$ cat src/rtl/core/dcss_pkg.sv
// Shared types, constants and helpers for the seven-segment scan block.
package dcss_pkg;

  localparam int unsigned NumDigits   = 4;
  localparam int unsigned DigitIdxW   = $clog2(NumDigits);
  localparam int unsigned BcdW        = 4 * NumDigits;
  localparam int unsigned DebW        = 8;
  localparam int unsigned BlinkW      = 16;
  localparam int unsigned CfgDataW    = 16;

  localparam logic [DebW-1:0]   DebounceReset = DebW'(5);
  localparam logic [BlinkW-1:0] BlinkReset    = BlinkW'(1000);

  typedef enum logic {
    CFG_DEBOUNCE_TICKS = 1'b0,
    CFG_BLINK_PERIOD   = 1'b1
  } cfg_idx_e;

  typedef logic [BcdW-1:0] bcd_t;

  typedef struct packed {
    logic toggle;
    bcd_t shown;
  } deb_status_t;

  // bit0 = a .. bit6 = g, decimal point off
  function automatic logic [7:0] seg_decode(input logic [3:0] digit);
    logic [7:0] seg;
    unique case (digit)
      4'd0:    seg = 8'h3F;
      4'd1:    seg = 8'h06;
      4'd2:    seg = 8'h5B;
      4'd3:    seg = 8'h4F;
      4'd4:    seg = 8'h66;
      4'd5:    seg = 8'h6D;
      4'd6:    seg = 8'h7D;
      4'd7:    seg = 8'h07;
      4'd8:    seg = 8'h7F;
      4'd9:    seg = 8'h6F;
      default: seg = 8'h3F;
    endcase
    return seg;
  endfunction

  // Decimal increment, wraps from all nines to zero
  function automatic bcd_t bcd_inc(input bcd_t value);
    bcd_t res;
    logic carry;
    res   = value;
    carry = 1'b1;
    for (int i = 0; i < NumDigits; i++) begin
      if (carry) begin
        if (value[4*i +: 4] >= 4'd9) begin
          res[4*i +: 4] = 4'd0;
        end else begin
          res[4*i +: 4] = value[4*i +: 4] + 4'd1;
          carry         = 1'b0;
        end
      end
    end
    return res;
  endfunction

endpackage

$ cat src/rtl/core/dcss_debounce.sv
// Press debouncer with committed and shown decimal counts.
module dcss_debounce (
  input  logic                        clk_i,
  input  logic                        rst_ni,
  input  logic                        step_i,
  input  logic                        level_i,
  input  logic [dcss_pkg::DebW-1:0]   limit_i,
  output dcss_pkg::deb_status_t       status_o
);
  import dcss_pkg::*;

  logic            armed_q, armed_d;
  logic [DebW-1:0] ticks_q, ticks_d;
  bcd_t            committed_q, committed_d;
  bcd_t            shown_q, shown_d;
  logic            toggle;
  logic            armed_mid;
  logic [DebW-1:0] ticks_mid;

  always_comb begin
    armed_mid   = armed_q | level_i;
    ticks_mid   = level_i ? '0 : ticks_q;
    if (armed_mid) begin
      ticks_mid = ticks_mid + DebW'(1);
    end
    toggle      = (ticks_mid >= limit_i);
    armed_d     = toggle ? 1'b0 : armed_mid;
    ticks_d     = toggle ? '0 : ticks_mid;
    shown_d     = shown_q;
    committed_d = committed_q;
    if (armed_d) begin
      shown_d = bcd_inc(committed_q);
    end else begin
      committed_d = shown_q;
    end
  end

  always_ff @(posedge clk_i or negedge rst_ni) begin
    if (!rst_ni) begin
      armed_q     <= 1'b0;
      ticks_q     <= '0;
      committed_q <= '0;
      shown_q     <= '0;
    end else if (step_i) begin
      armed_q     <= armed_d;
      ticks_q     <= ticks_d;
      committed_q <= committed_d;
      shown_q     <= shown_d;
    end
  end

  // shown is the value before this transfer's update
  assign status_o.toggle = toggle;
  assign status_o.shown  = shown_q;

endmodule

$ cat src/rtl/core/debounced_counter_seven_segment_scan.sv
// Top level: four-digit multiplexed seven-segment driver with press counter and LED.
//
// One input transfer is one display tick carrying the sampled button level. Each
// tick yields exactly one result: the segment pattern and active-low enable of the
// scanned digit and the LED level after that tick's toggles. All work for a tick is
// done in the cycle it is accepted and lands in a single output register, so the
// block takes one tick per clock cycle; in_ready_o drops only while that output
// register holds a result that out_ready_i does not take. The count is kept in
// decimal digits. Write configuration only while no result is outstanding.
module debounced_counter_seven_segment_scan (
  input  logic                            clk_i,
  input  logic                            rst_ni,
  input  logic                            in_valid_i,
  output logic                            in_ready_o,
  input  logic                            button_level_i,
  output logic                            out_valid_o,
  input  logic                            out_ready_i,
  output logic [7:0]                      segments_o,
  output logic [dcss_pkg::NumDigits-1:0]  digit_enables_o,
  output logic                            led_level_o,
  input  logic                            cfg_we_i,
  input  logic                            cfg_idx_i,
  input  logic [dcss_pkg::CfgDataW-1:0]   cfg_data_i
);
  import dcss_pkg::*;

  logic [DebW-1:0]      deb_limit_q;
  logic [BlinkW-1:0]    blink_period_q;
  logic [BlinkW-1:0]    blink_count_q, blink_count_d;
  logic [BlinkW:0]      blink_next;
  logic [DigitIdxW-1:0] scan_q;
  logic                 led_q, led_d;
  logic                 out_valid_q;
  logic [7:0]           seg_q, seg_d;
  logic [NumDigits-1:0] en_q, en_d;
  logic                 step;
  deb_status_t          deb_status;

  assign in_ready_o = !out_valid_q || out_ready_i;
  assign step       = in_valid_i && in_ready_o;

  always_ff @(posedge clk_i or negedge rst_ni) begin
    if (!rst_ni) begin
      deb_limit_q    <= DebounceReset;
      blink_period_q <= BlinkReset;
    end else if (cfg_we_i) begin
      unique case (cfg_idx_e'(cfg_idx_i))
        CFG_DEBOUNCE_TICKS: deb_limit_q    <= cfg_data_i[DebW-1:0];
        CFG_BLINK_PERIOD:   blink_period_q <= cfg_data_i[BlinkW-1:0];
        default:            ;
      endcase
    end
  end

  dcss_debounce u_debounce (
    .clk_i    (clk_i),
    .rst_ni   (rst_ni),
    .step_i   (step),
    .level_i  (button_level_i),
    .limit_i  (deb_limit_q),
    .status_o (deb_status)
  );

  always_comb begin
    blink_next    = {1'b0, blink_count_q} + (BlinkW+1)'(1);
    blink_count_d = (blink_next >= {1'b0, blink_period_q}) ? '0 : blink_next[BlinkW-1:0];
    seg_d         = seg_decode(deb_status.shown[4*scan_q +: 4]);
    en_d          = ~(NumDigits'(1) << scan_q);
    led_d         = led_q ^ deb_status.toggle ^ (blink_count_d == '0);
  end

  always_ff @(posedge clk_i or negedge rst_ni) begin
    if (!rst_ni) begin
      blink_count_q <= '0;
      scan_q        <= '0;
      led_q         <= 1'b0;
    end else if (step) begin
      blink_count_q <= blink_count_d;
      scan_q        <= scan_q + DigitIdxW'(1);
      led_q         <= led_d;
    end
  end

  always_ff @(posedge clk_i or negedge rst_ni) begin
    if (!rst_ni) begin
      out_valid_q <= 1'b0;
    end else if (in_ready_o) begin
      out_valid_q <= in_valid_i;
    end
  end

  always_ff @(posedge clk_i) begin
    if (step) begin
      seg_q <= seg_d;
      en_q  <= en_d;
    end
  end

  assign out_valid_o     = out_valid_q;
  assign segments_o      = seg_q;
  assign digit_enables_o = en_q;
  assign led_level_o     = led_q;

endmodule
$ cat config.mk
export PLATFORM = sky130hd
export DESIGN_NAME = debounced_counter_seven_segment_scan
export DESIGN_NICKNAME = d
export VERILOG_FILES = /design/src/rtl/core/dcss_pkg.sv /design/src/rtl/core/dcss_debounce.sv /design/src/rtl/core/debounced_counter_seven_segment_scan.sv
export SDC_FILE = /design/constraint.sdc
export NUM_CORES = 1
export LEC_CHECK = 0
export ABC_AREA = 1
export BUFFER_PORTS_ARGS = -buffer_cell sky130_fd_sc_hd__buf_2
export CAP_MARGIN = 5
export CORE_UTILIZATION = 57
export CTS_BUF_LIST = sky130_fd_sc_hd__clkbuf_8
export CTS_CLUSTER_DIAMETER = 150
export DETAILED_ROUTE_END_ITERATION = 10
export GPL_TIMING_DRIVEN = 0
export PLACE_DENSITY = 0.87
export SLEW_MARGIN = 20
export SYNTH_ARGS = -nofsm -noshare
export SYNTH_HDL_FRONTEND = slang
export SYNTH_SLANG_ARGS = --single-unit
$ cat constraint.sdc
create_clock -name clk_i -period 3.05 [get_ports clk_i]
set_input_delay 0.1525 -clock clk_i [delete_from_list [all_inputs] [get_ports clk_i]]
set_output_delay 0.1525 -clock clk_i [all_outputs]
set_load 0.01 [all_outputs]
; ---- After elaboration in Yosys (flattened, before gate mapping)
; Memory sizes are Yosys's and may differ from the RTL's. A register that Yosys moved wholly into a read port is not among the register bits.
; Cells that the tools add are included.
; Widths: inputs -> output; s select.
[totals]
mem_bits_ro = 112
n_memories = 1
latch_bits = 0
word_cells = 62
reg_bits = 97
in_bits = 23
mem_bits_rw = 0
output_inout_bits = 15
[memory_table]
columns = name, depth, width, read_ports, rd_ports_with_merged_regs, write_ports, line_no
row1 = (name not given), 16, 7, 1, 1, 0, dcss_pkg.sv:29  ; unique case (digit)
[classes]
n_div = 0
bitwise_logic = 6
addsub = 7
reduce_logical = 8
n_eq_ne = 0
magnitude_cmp = 6
multipliers = 0
n_shift = 2
n_mux = 20
[op_table]
columns = cell, n
row1 = $mux 4, 7
row2 = $mux 8, 3
row3 = $add 16x1->17 const B, 1
row4 = $ge 17x16->1, 1
row5 = $add 4x1->4 const B, 4
row6 = $ge 4x4->1 const B, 4
row7 = $logic_not 16->1, 1
row8 = $mux 16, 1
row9 = $shiftx 16x5->4, 1
row10 = $mux 1, 9
row11 = $add 8x1->8 const B, 1
row12 = $ge 8x8->1, 1
row13 = $reduce_and 2->1, 4
row14 = $not 4->4, 1
row15 = $shl 1x2->4 const A, 1
row16 = $add 2x1->2 const B, 1
row17 = $not 1->1, 2
row18 = $xor 1x1->1, 2
row19 = $logic_and 1x1->1, 1
row20 = $logic_not 1->1, 1
row21 = $logic_or 1x1->1, 1
row22 = $or 1x1->1, 1

; ---- Longest topological paths before layout
; Gate-level depths: netlist of the first run.
[depth]
word_depth = 11
ltp_mapped = 21
ltp_nobuf = 21

; ---- By module
; A second synthesis of the first run with hierarchy kept.
[hier_totals]
hier_cells = 743
area_unflattened_um2 = 5894.4
[by_module_without_submodules]
columns = mod, area_per_inst_um2, seq_area_each_um2, n_inst, cells_per_inst
row1 = debounced_counter_seven_segment_scan, 3278.1, 1441.4, 1, 404
row2 = dcss_debounce, 2616.3, 1026.0, 1, 339

; ---- Least setup slack after synthesis of the first run
; Ideal clock, no wire load.
[synth_path]
path_kind = register -> register
from = register u_debounce.ticks_q[0]
to = register u_debounce.shown_q[13]
path_stages_with_launch = 21
setup_slack_ns = 0.169
synth_period_minus_slack_ns = 2.881
arrival_time_ns = 2.750
required_ns = 2.919
setup_ns = 0.131
n_path_buf = 1
path_cell_list = dfrtp_1 > inv_1 > nor2_1 > ha_1 > inv_1 > nor2_1 > nand2_1 > nor4_1 > nand2_1 > xor2_1 > inv_1 > ha_1 > nand2_1 > nor2_1 > a211oi_1 > nand3_1 > inv_2 > nand2_1 > nor2_2 > clkbuf_1 > o21ai_0
[synth_between]
elab_chain_len = 6
[synth_lines]
columns = item, line_no
row1 = "start, declared", dcss_debounce.sv:13  ; logic [DebW-1:0] ticks_q, ticks_d;
row2 = "start signal, assigned", dcss_debounce.sv:46  ; ticks_q <= ticks_d;
row3 = $mux 8 *, dcss_debounce.sv:22  ; ticks_mid = level_i ? '0 : ticks_q;
row4 = $add 8x1->8, dcss_debounce.sv:24  ; ticks_mid = ticks_mid + DebW'(1);
row5 = $mux 8 *, dcss_debounce.sv:23  ; if (armed_mid) begin
row6 = $ge 8x8->1 *, dcss_debounce.sv:26  ; toggle = (ticks_mid >= limit_i);
row7 = $mux 1 *, dcss_debounce.sv:27  ; armed_d = toggle ? 1'b0 : armed_mid;
row8 = $reduce_and 2->1 (no source line) *, -
row9 = "end signal, assigned", dcss_debounce.sv:48  ; shown_q <= shown_d;
row10 = "end, declared", dcss_debounce.sv:15  ; bcd_t shown_q, shown_d;
; Every way passes the cells marked *; elsewhere a longest branch is shown, timed or not.
; A chain may end at the register's enable or synchronous reset.

; ---- Worst setup path after layout of the first run
[layout_path]
from = register u_debounce.ticks_q[0]
to = register u_debounce.shown_q[14]
; The elaborated chain is that of the path after synthesis.

==> impl_metrics.json, run 1 <==
{
  "synth_ff_type": "dfrtp_1",
  "fin_hold_ws_ns": 0.0133,
  "max_freq_mhz": 313,
  "finalWeightedCongestion": 0.856,
  "num_vias": 5149,
  "insertedDiodeCount": 0,
  "yosys-top-cells-area": "dfrtp_1 (34%), ha_1 (10%), nand2_1 (8.5%)",
  "antenna_found_initial": 0,
  "slew_headroom_pct": 54.2,
  "hpwl_um": 9130,
  "cts_made_buffers": 9,
  "rsz0062_at_grt": "true",
  "crit_type": "reg -> reg",
  "critical_path_required_ns": 3.35,
  "cts_buffer_depth": 2,
  "cts_sinks": 96,
  "setup.worst_path.start": "u_debounce.ticks_q[0]",
  "route.detailed.drc": 0,
  "grt_start_max_net_pins": 44,
  "cp-end-kind": "flip-flop",
  "violations": "setup timing",
  "critPathMaxFanout": 6,
  "viasPerCell": 5.74,
  "dr.pass1.iters": 6,
  "ys_warn_count": 0,
  "synth_edf_count": 11,
  "fin_util_pct": 68.6,
  "grt_pass1_vias": 4917,
  "syn-num-nets": 766,
  "dp_cells": 866,
  "yosysTopAreaCellShare_pct": 33.8,
  "io_buffers": 36,
  "gr-total-overflow": 0,
  "async_reset_ff_share_pct": 88.5,
  "peakVddDrop_mv": 0.346,
  "hold_viol": 0,
  "drt_iter0_drc": 435,
  "syn_area_per_cell_um2": 8.18,
  "die_y_um": 102,
  "nets": 829,
  "start_kind": "flip-flop",
  "clock_skew_ns": 0.00779,
  "maxSlewViolCount": 0,
  "layout-drive-gt1-share_pct": 20.9,
  "grt_pass1_wl_um": 21700,
  "wl_um": 14300,
  "netlist_instances": 696,
  "arrival_ns": 3.50,
  "hold_path.class": "in -> reg",
  "synth_cell_type_count": 44,
  "start_util_pct": 58.5,
  "clkSlewWorstSetupHoldPaths_ns": 0.09,
  "p_leak_nw": 3.27,
  "cap_viol_max_count": 0,
  "post_layout_nonfiller_instances": 897,
  "ys_ff_latch": 96,
  "cts_tree": "done",
  "rows": 36,
  "fillers": 679,
  "coreArea_mm2": 0.00973,
  "seq_area_frac_synth_pct": 43.3,
  "worst_slack_ns": -0.147,
  "outcome": "complete, but fails checks",
  "worstHoldStart": "cfg_data_i[8]",
  "h-tree-depth": 3,
  "die_w_um": 102,
  "areaGrowthSynthToFinish_pct": 17.2,
  "r2r_start": "u_debounce.ticks_q[0]",
  "clkLatencyLatePin_ns": 0.37,
  "setup-violations-final": 34,
  "power.density_mw_per_mm2": 769,
  "dp_slack_ns": -0.635,
  "antenna_left": 0,
  "placed_area_mm2": 0.00606,
  "period_share_pct": 105,
  "clockRootBuffer": "clkbuf_8",
  "final_area_mm2": 0.00668,
  "io_pins": 38,
  "yosysTopAreaCell": "dfrtp_1",
  "tns_ns": -2.24,
  "wl_per_cell_um": 15.9,
  "post-route-min-period_ns": 3.20,
  "dieArea_mm2": 0.0104,
  "grt_usage_pct": 26.7,
  "tightest_slew_ns": 0.679,
  "netlist_area_mm2": 0.00570,
  "power_mw": 5.14
}
[timing repair]
action                                 4_1_cts  5_1_grt
pin swaps                                    7       19
setup buffers                                6        6
gates resized for setup                     20       77
setup endpoints to repair                   44       48
cloned                                       1        1
hold buffers                                 1        0
endpoints found under the hold margin       36        0
[flip-flops by register name (all words and copies together) (netlist names)]
| register | count |
|---|---|
| digit_enables_o | 4 |
| u_debounce.ticks_q | 8 |
| led_level_o | 1 |
| blink_period_q | 16 |
| deb_limit_q | 8 |
| u_debounce.armed_q | 1 |
| scan_q | 2 |
| segments_o | 7 |
| u_debounce.shown_q | 16 |
| u_debounce.committed_q | 16 |
| out_valid_o | 1 |
| blink_count_q | 16 |
[cell families (layout without fill, tap and decap cells)]
logic type               Yosys count  count (layout)  synth area share [%]
other                              1               1                0.0658
adder cells (fa/ha/maj)           47              47                  10.3
XOR/XNOR                          14              14                  2.15
flip-flops                        96              96                  43.3
AND/OR/NAND/NOR                  251             251                  19.7
buffers and inverters            146             213                  10.2
AO/OA/AOI/OAI                    141             142                  14.2
[synthesized netlist by cell type, types with 5 or more instances]
| master | number |
|---|---|
| dfrtp_1 | 77 |
| nor2_4 | 7 |
| nand3_1 | 49 |
| inv_2 | 10 |
| nand2_2 | 7 |
| xor2_1 | 11 |
| o31ai_1 | 5 |
| nor2_1 | 42 |
| o21ai_0 | 77 |
| ha_1 | 47 |
| o21ai_1 | 6 |
| edfxtp_1 | 11 |
| nand4_1 | 6 |
| inv_1 | 115 |
| nand2_1 | 129 |
| clkbuf_1 | 9 |
| o211ai_1 | 10 |
| a21oi_1 | 29 |
| dfstp_2 | 8 |
[path summary, 6_finish.rpt]
| kind | end | slack [ns] | cells after the start |
|---|---|---|---|
| setup / recovery | u_debounce.shown_q[14] | -0.15 | 21 |
| hold / removal | blink_period_q[8] | 0.01 | 3 |
| setup reg to reg | u_debounce.shown_q[14] | -0.15 | 21 |
| hold reg to reg | blink_period_q[2] | 0.49 | 2 |
| max in group asynchronous | deb_limit_q[2] | 2.03 | 3 |
| min in group asynchronous | u_debounce.shown_q[3] | 0.32 | 2 |
[layout make-up]
type                            instances  area, µm²  share of cell area [%]
Buffer                                 19        144                    2.16
Clock buffer                           10        138                    2.06
Clock inverter                          6       53.8                   0.806
Inverter                              127        477                    7.14
Multi-Input combinational cell        455       2910                    43.7
Sequential cell                        96       2470                    37.0
Tap cell                              133        166                    2.49
Timing Repair Buffer                   51        314                    4.70
[cell usage in the layout, fill, tap and decap left out, types with 3 or more instances in the layout]
master | synthesis | final
ha_1 | 47 | 45
xor2_2 | 0 | 3
o21ai_0 | 77 | 55
clkbuf_8 | 2 | 12
nor2_1 | 42 | 36
nand3_1 | 49 | 37
nand4_1 | 6 | 6
nor2_4 | 7 | 11
nor2_2 | 4 | 6
buf_2 | 4 | 35
buf_6 | 0 | 7
nand2_2 | 7 | 11
edfxtp_1 | 11 | 11
o211ai_1 | 10 | 10
nand2_4 | 1 | 4
o21ai_2 | 0 | 5
nand3_2 | 0 | 11
inv_2 | 10 | 12
inv_1 | 115 | 116
dfstp_2 | 8 | 8
o21ai_1 | 6 | 23
buf_4 | 2 | 15
a21oi_1 | 29 | 29
xor2_1 | 11 | 7
dfrtp_1 | 77 | 76
o31ai_1 | 5 | 5
nand2_1 | 129 | 122
a32oi_1 | 3 | 3
clkbuf_1 | 9 | 8
[worst max-delay path: stages, from the launching register on]
cell      delay [ns]
dfrtp_1         0.37
inv_1           0.05
nor2_2          0.14
ha_2            0.19
inv_2           0.04
nor2_4          0.13
nand2_2         0.08
nor4_4          0.26
nand2_1         0.11
xor2_1          0.17
inv_1           0.12
ha_4            0.23
nand2_4         0.07
nor2_2          0.04
a211oi_2        0.20
nand3_2         0.13
inv_2           0.11
nand2_4         0.07
nor2_4          0.22
buf_6           0.18
nand4_1         0.09
o21ai_1         0.10
[power by group]
group          total, mW  switching [mW]  leakage (nW)  internal [mW]
Clock              0.833           0.441         0.106          0.392
Sequential          2.02           0.302          1.15           1.72
Combinational       2.28            1.45          2.01          0.828
[routing by layer]
layer,vias up,track usage [%],wire [µm]
met5,-,0,0
met4,0,11.6,401
met3,48,4.38,1100
met2,285,46.0,7090
met1,2432,33.1,5690
li1,2384,-,-
(Power assumes the default switching activity.)
==> inputs of run 2 (changes only) <==
CORE_UTILIZATION = 40   (was 57)
CTS_BUF_LIST = sky130_fd_sc_hd__clkbuf_16   (was sky130_fd_sc_hd__clkbuf_8)
PLACE_DENSITY = 0.67   (was 0.87)
==> run 2 against run 1 <==
The flow now finishes without violations. Non-clock buffer count rose by 3. Register-to-register slack improved by 0.24 ns. Flip-flop and latch count unchanged. Cell count up 5.6%. Sequential share of layout area is 0.69 points lower. Worst hold slack better by 0.046 ns. Combinational power is 6% lower. Count of clock-buffer cells in the layout down 1. Maximum frequency rose by 8.0%. Setup slack gained 0.24 ns. Critical path depth fell by 3.
==> impl_metrics.json, run 2 (synthesis gave the netlist of run 1 again) <==
{
  "outcome": "finished, final reports clean",
  "num_vias": 4661,
  "clkLatencyLatePin_ns": 0.34,
  "cts_sinks": 96,
  "grt_usage_pct": 17.5,
  "dr.pass1.iters": 5,
  "critical_path_required_ns": 3.29,
  "multiInputGateArea_mm2": 0.00286,
  "finalWeightedCongestion": 0.809,
  "p_switching_mw": 2.11,
  "start_util_pct": 41.0,
  "cts_made_buffers": 9,
  "cp-end-kind": "flip-flop",
  "p_leak_nw": 3.32,
  "nets": 832,
  "rsz0062_at_grt": "true",
  "hold_viol": 0,
  "layout-drive-gt1-share_pct": 20.1,
  "final_cell_mix": "nand2_1 (123), inv_1 (114), dfrtp_1 (77)",
  "arrival_ns": 3.20,
  "period_share_pct": 97.1,
  "fillers": 1301,
  "clock_skew_ns": 0.00580,
  "hold_path.class": "in -> reg",
  "swShare_pct": 40.7,
  "insertedDiodeCount": 0,
  "power_frac_seq_pct": 38.6,
  "areaGrowthSynthToFinish_pct": 19.4,
  "final-seq-area_mm2": 0.00247,
  "max_stage_delay_ns": 0.37,
  "whs_path_depth": 3,
  "critical-path-top-delay-family": "simple AND/OR/NAND/NOR gates",
  "reg2reg_slack_ns": 0.09,
  "dieArea_mm2": 0.0147,
  "worst_slack_ns": 0.0894,
  "clkSlewWorstSetupHoldPaths_ns": 0.07,
  "cap_viol_max_count": 0,
  "crit_type": "reg -> reg",
  "coreArea_mm2": 0.0139,
  "route.detailed.drc": 0,
  "tns_ns": 0,
  "p_clk_share_pct": 20.0,
  "start_kind": "flip-flop",
  "critPathSlowestCell": "dfrtp_1",
  "worstHoldStart": "cfg_data_i[8]",
  "post-route-min-period_ns": 2.96,
  "worstPathCellList": "inv_1 -> nor2_2 -> nand2_1 -> nor4_4 -> nand3_2 -> nor2_1 -> xor2_1 -> ha_1 -> nand2_4 -> nor2_2 -> a211oi_2 -> nand3_2 -> inv_2 -> nand2_4 -> nor2_4 -> buf_4 -> o211ai_1 -> o21ai_0",
  "viasPerCell": 4.92,
  "rr_worst_depth": 18,
  "tightest_slew_ns": 0.545,
  "r2r_start": "u_debounce.ticks_q[0]",
  "peakVddDrop_mv": 0.331,
  "max_freq_mhz": 338,
  "setup-violations-final": 0,
  "critPathMaxFanout": 8,
  "internal_power_mw": 3.08,
  "path_buf_inv": 3,
  "cts_tree": "done",
  "h-tree-depth": 3,
  "grt_start_max_net_pins": 54,
  "gr-total-overflow": 0,
  "drt_iter0_drc": 296,
  "wl_um": 12400,
  "fin_util_pct": 49.0,
  "io_pins": 38,
  "cts_buffer_depth": 2,
  "grt_pass1_wl_um": 20600,
  "io_buffers": 36,
  "die_y_um": 121,
  "wl_per_cell_um": 13.1,
  "power.density_mw_per_mm2": 763,
  "r2r-end": "u_debounce.shown_q[2]",
  "slew_headroom_pct": 63.2,
  "die_w_um": 121,
  "antenna_left": 0,
  "hpwl_um": 8750,
  "dp_slack_ns": -0.673,
  "antenna_found_initial": 0,
  "final_common_cell": "nand2_1",
  "grt_pass1_vias": 4414,
  "clockRootBuffer": "clkbuf_16",
  "comb_power_share_pct": 41.4,
  "worstHoldEndpoint": "blink_period_q[8]",
  "maxSlewViolCount": 0,
  "rows": 43
}
[run 2: cell types whose count changed in the layout (fill, tap and decap cells not counted), moves of 3 or more]
cell / previous run / this run
clkbuf_16: 0 / 9
clkbuf_8: 12 / 3
o21ai_0: 55 / 65
o21ai_1: 23 / 15
xor2_1: 7 / 10
xor2_2: 3 / 0
[run 2: area by class of cell]
type / instances / share of cell area (%)
buffer: 19 / 2.21
clock inverter: 7 / 0.571
multi-input combinational: 455 / 42.1
timing repair buffer: 54 / 5.23
sequential: 96 / 36.3
clock buffer: 9 / 3.31
tap: 180 / 3.31
inverter: 127 / 7.01
[run 2: worst max path at each step]
| stage | startpoint | to | slack, ns | depth (start not counted) |
|---|---|---|---|---|
| 5_1_grt | u_debounce.ticks_q[0] | u_debounce.shown_q[2] | -0.11 | 21 |
| 3_3_place_gp | button_level_i | u_debounce.shown_q[7] | -0.66 | 21 |
| 4_1_cts | u_debounce.ticks_q[0] | u_debounce.shown_q[12] | 0.006 | 21 |
| 3_5_place_dp | button_level_i | u_debounce.shown_q[7] | -0.67 | 21 |
| 6_report | u_debounce.ticks_q[0] | u_debounce.shown_q[2] | 0.09 | 18 |
| 2_1_floorplan | u_debounce.ticks_q[0] | u_debounce.shown_q[13] | 0.17 | 20 |
[run 2: per-stage QoR]
stage               instances  hold WS, ns  area (µm²)  power [mW]
finish                    947       0.0596        6800        5.19
global route              947       0.0817        6800        5.64
CTS                       938       0.0546        6560        5.08
global placement          912        0.396        6100        3.90
floorplan                 696       -0.143        5700        3.42
detailed placement        913        0.134        6130        3.96
[run 2: what timing repair did]
item,in CTS,in global routing
setup endpoints to repair,37,55
pin swaps,5,6
buffers inserted,6,7
hold buffers,1,0
cloned,2,2
resized for setup,25,50
endpoints found under the hold margin,25,0
[run 2: per-layer routing]
metal	global-route usage, %	vias up	share of wire [%]
met1	23.8	2201	49
li1	-	2386	-
met5	0	-	0
met4	5.02	0	1.3
met2	28.8	59	48
met3	2.40	15	2.5
[run 2: power groups by stage]
stage	clock (mW)	combinational (mW)	sequential (mW)
2_1_floorplan	0	1.44	1.99
3_3_place_gp	0	1.89	2.01
3_5_place_dp	0	1.94	2.02
4_1_cts	1.05	2.03	2.00
5_1_grt	1.10	2.48	2.06
6_report	1.04	2.15	2.00
[run 2: worst register-to-register path: cells and delay by family, from the launching register on]
kind / cells / cell delay, ns
DFF: 1 / 0.37
xor gates and xnor gates: 1 / 0.22
AOI/OAI and AO/OA: 3 / 0.37
and+or+nand+nor: 10 / 1.25
buffers and inverters: 3 / 0.34
adders and majority gates: 1 / 0.31
==> inputs of run 3 (changes only) <==
HOLD_SLACK_MARGIN = 0.15   (was default)
==> run 3 against run 2 <==
Critical path depth stayed put. Worst hold slack better by 0.13 ns. Cell count is 1.8% higher. Clock power hardly changed. Flip-flop and latch count stayed put. Die area stayed put. First-iteration DRC count is 12% higher. Design area is 2.5% higher. Via count is 1.1% higher. Non-clock buffer count is 17 higher. Combinational power hardly changed. Wire length is 1.8% higher. Critical path type unchanged. Largest cell class unchanged.
==> impl_metrics.json, run 3 (synthesis gave the netlist of run 1 again) <==
{
  "reg2reg_slack_ns": 0.1,
  "crit_type": "reg -> reg",
  "die_y_um": 121,
  "grt_pass1_wl_um": 21100,
  "setup.worst_path.start": "u_debounce.ticks_q[0]",
  "multiInputGateArea_mm2": 0.00286,
  "p_leak_nw": 3.39,
  "cts_tree": "done",
  "dr.pass1.iters": 4,
  "gr-total-overflow": 0,
  "drt_iter0_drc": 332,
  "coreArea_mm2": 0.0139,
  "layout-drive-gt1-share_pct": 19.6,
  "critical_path_required_ns": 3.29,
  "rows": 43,
  "cts_sinks": 96,
  "final_cell_mix": "nand2_1 (123), inv_1 (114), dfrtp_1 (77)",
  "viasPerCell": 4.89,
  "cts_buffer_depth": 2,
  "tns_ns": 0,
  "hpwl_um": 8750,
  "grt_pass1_vias": 4518,
  "start_util_pct": 41.0,
  "wl_um": 12600,
  "power.density_mw_per_mm2": 746,
  "post-route-min-period_ns": 2.95,
  "dr.max_layer_used": "met4",
  "clkSlewWorstSetupHoldPaths_ns": 0.07,
  "peakVddDrop_mv": 0.330,
  "h-tree-depth": 3,
  "r2r-end": "u_debounce.shown_q[2]",
  "arrival_ns": 3.20,
  "antenna_left": 0,
  "finalWeightedCongestion": 0.809,
  "wl_per_cell_um": 13.1,
  "grt_start_max_net_pins": 54,
  "clockRootBuffer": "clkbuf_16",
  "cts_made_buffers": 9,
  "wl_met1_um": 6030,
  "max_freq_mhz": 339,
  "cp-end-kind": "flip-flop",
  "io_pins": 38,
  "antenna_found_initial": 0,
  "num_vias": 4714,
  "period_share_pct": 96.8,
  "endpoint": "u_debounce.shown_q[2]",
  "start_kind": "flip-flop",
  "outcome": "finished, final reports clean",
  "hold_path.class": "in -> reg",
  "maxSlewViolCount": 0,
  "critPathMaxFanout": 8,
  "rr_worst_depth": 18,
  "slew_headroom_pct": 63.1,
  "met2_length_um": 6050,
  "route.detailed.drc": 0,
  "nets": 849,
  "cap_viol_max_count": 0,
  "insertedDiodeCount": 0,
  "die_w_um": 121,
  "final_common_cell": "nand2_1",
  "io_buffers": 36,
  "hold_viol": 0,
  "clock_skew_ns": 0.00658,
  "setup-violations-final": 0,
  "fin_util_pct": 50.2,
  "clkLatencyLatePin_ns": 0.34,
  "grt_usage_pct": 17.9,
  "areaGrowthSynthToFinish_pct": 22.3,
  "fillers": 1276,
  "wl_met3_um": 381,
  "r2r_start": "u_debounce.ticks_q[0]",
  "rsz0062_at_grt": "true",
  "dieArea_mm2": 0.0147,
  "final-seq-area_mm2": 0.00247,
  "tightest_slew_ns": 0.547
}
run 3: cell count changes in the layout (fill, tap and decap cells not counted), sizes merged:
cell,delta
dlygate4sd3,+17
run 3: layout make-up:
| type | instances | area share, % |
|---|---|---|
| buffer | 19 | 2.15 |
| clock buffer | 9 | 3.23 |
| clock inverter | 7 | 0.557 |
| inverter | 127 | 6.84 |
| multi-input combinational | 455 | 41.0 |
| sequential | 96 | 35.4 |
| tap | 180 | 3.23 |
| timing repair buffer | 71 | 7.54 |
run 3: where the power goes:
part	switching, mW	total, mW	internal [mW]	leakage [nW]
combinational	1.34	2.16	0.823	2.10
sequential	0.279	2.00	1.72	1.16
clock	0.486	1.03	0.546	0.134
total	2.11	5.20	3.09	3.39
run 3: what timing repair did:
action | in CTS | in global routing
setup endpoints to repair | 37 | 55
gates cloned | 2 | 2
hold buffers | 18 | 0
buffers inserted | 6 | 7
resized for setup | 25 | 50
endpoints found under the hold margin | 57 | 0
pin swaps | 5 | 6
run 3: how the worst min path moves through the flow:
stage                  start  cells after the start           endpoint
3_3_place_gp   cfg_data_i[8]                      3  blink_period_q[8]
5_1_grt             cfg_we_i                      4  blink_period_q[8]
2_1_floorplan         rst_ni                      0   blink_count_q[0]
6_report            cfg_we_i                      4  blink_period_q[8]
4_1_cts             cfg_we_i                      4  blink_period_q[8]
3_5_place_dp          rst_ni                      1     deb_limit_q[4]
run 3: critical path: stages (launching register included):
cell	delay [ns]
dfrtp_1	0.37
inv_1	0.06
nor2_2	0.11
nand2_1	0.11
nor4_4	0.22
nand3_2	0.11
nor2_1	0.13
xor2_1	0.22
ha_1	0.31
nand2_4	0.09
nor2_2	0.04
a211oi_2	0.16
nand3_2	0.12
inv_2	0.11
nand2_4	0.07
nor2_4	0.25
buf_4	0.17
o211ai_1	0.09
o21ai_0	0.12
run 3: stage by stage:
| stage | hold slack (ns) | setup WS, ns | power (mW) | cell area, µm² | std cells |
|---|---|---|---|---|---|
| final | 0.186 | 0.0962 | 5.20 | 6970 | 964 |
| after global routing | 0.264 | -0.105 | 5.66 | 6970 | 964 |
| after CTS | 0.173 | 0.00554 | 5.09 | 6730 | 955 |
| after detailed placement | 0.134 | -0.673 | 3.96 | 6130 | 913 |
| after global placement | 0.396 | -0.664 | 3.90 | 6100 | 912 |
| after floorplan | -0.143 | 0.169 | 3.42 | 5700 | 696 |
run 3: layer usage:
layer | GRT usage (%) | vias up
met3 | 2.40 | 15
met5 | 0 | -
li1 | - | 2418
met1 | 24.2 | 2211
met2 | 29.8 | 70
met4 | 5.02 | 0
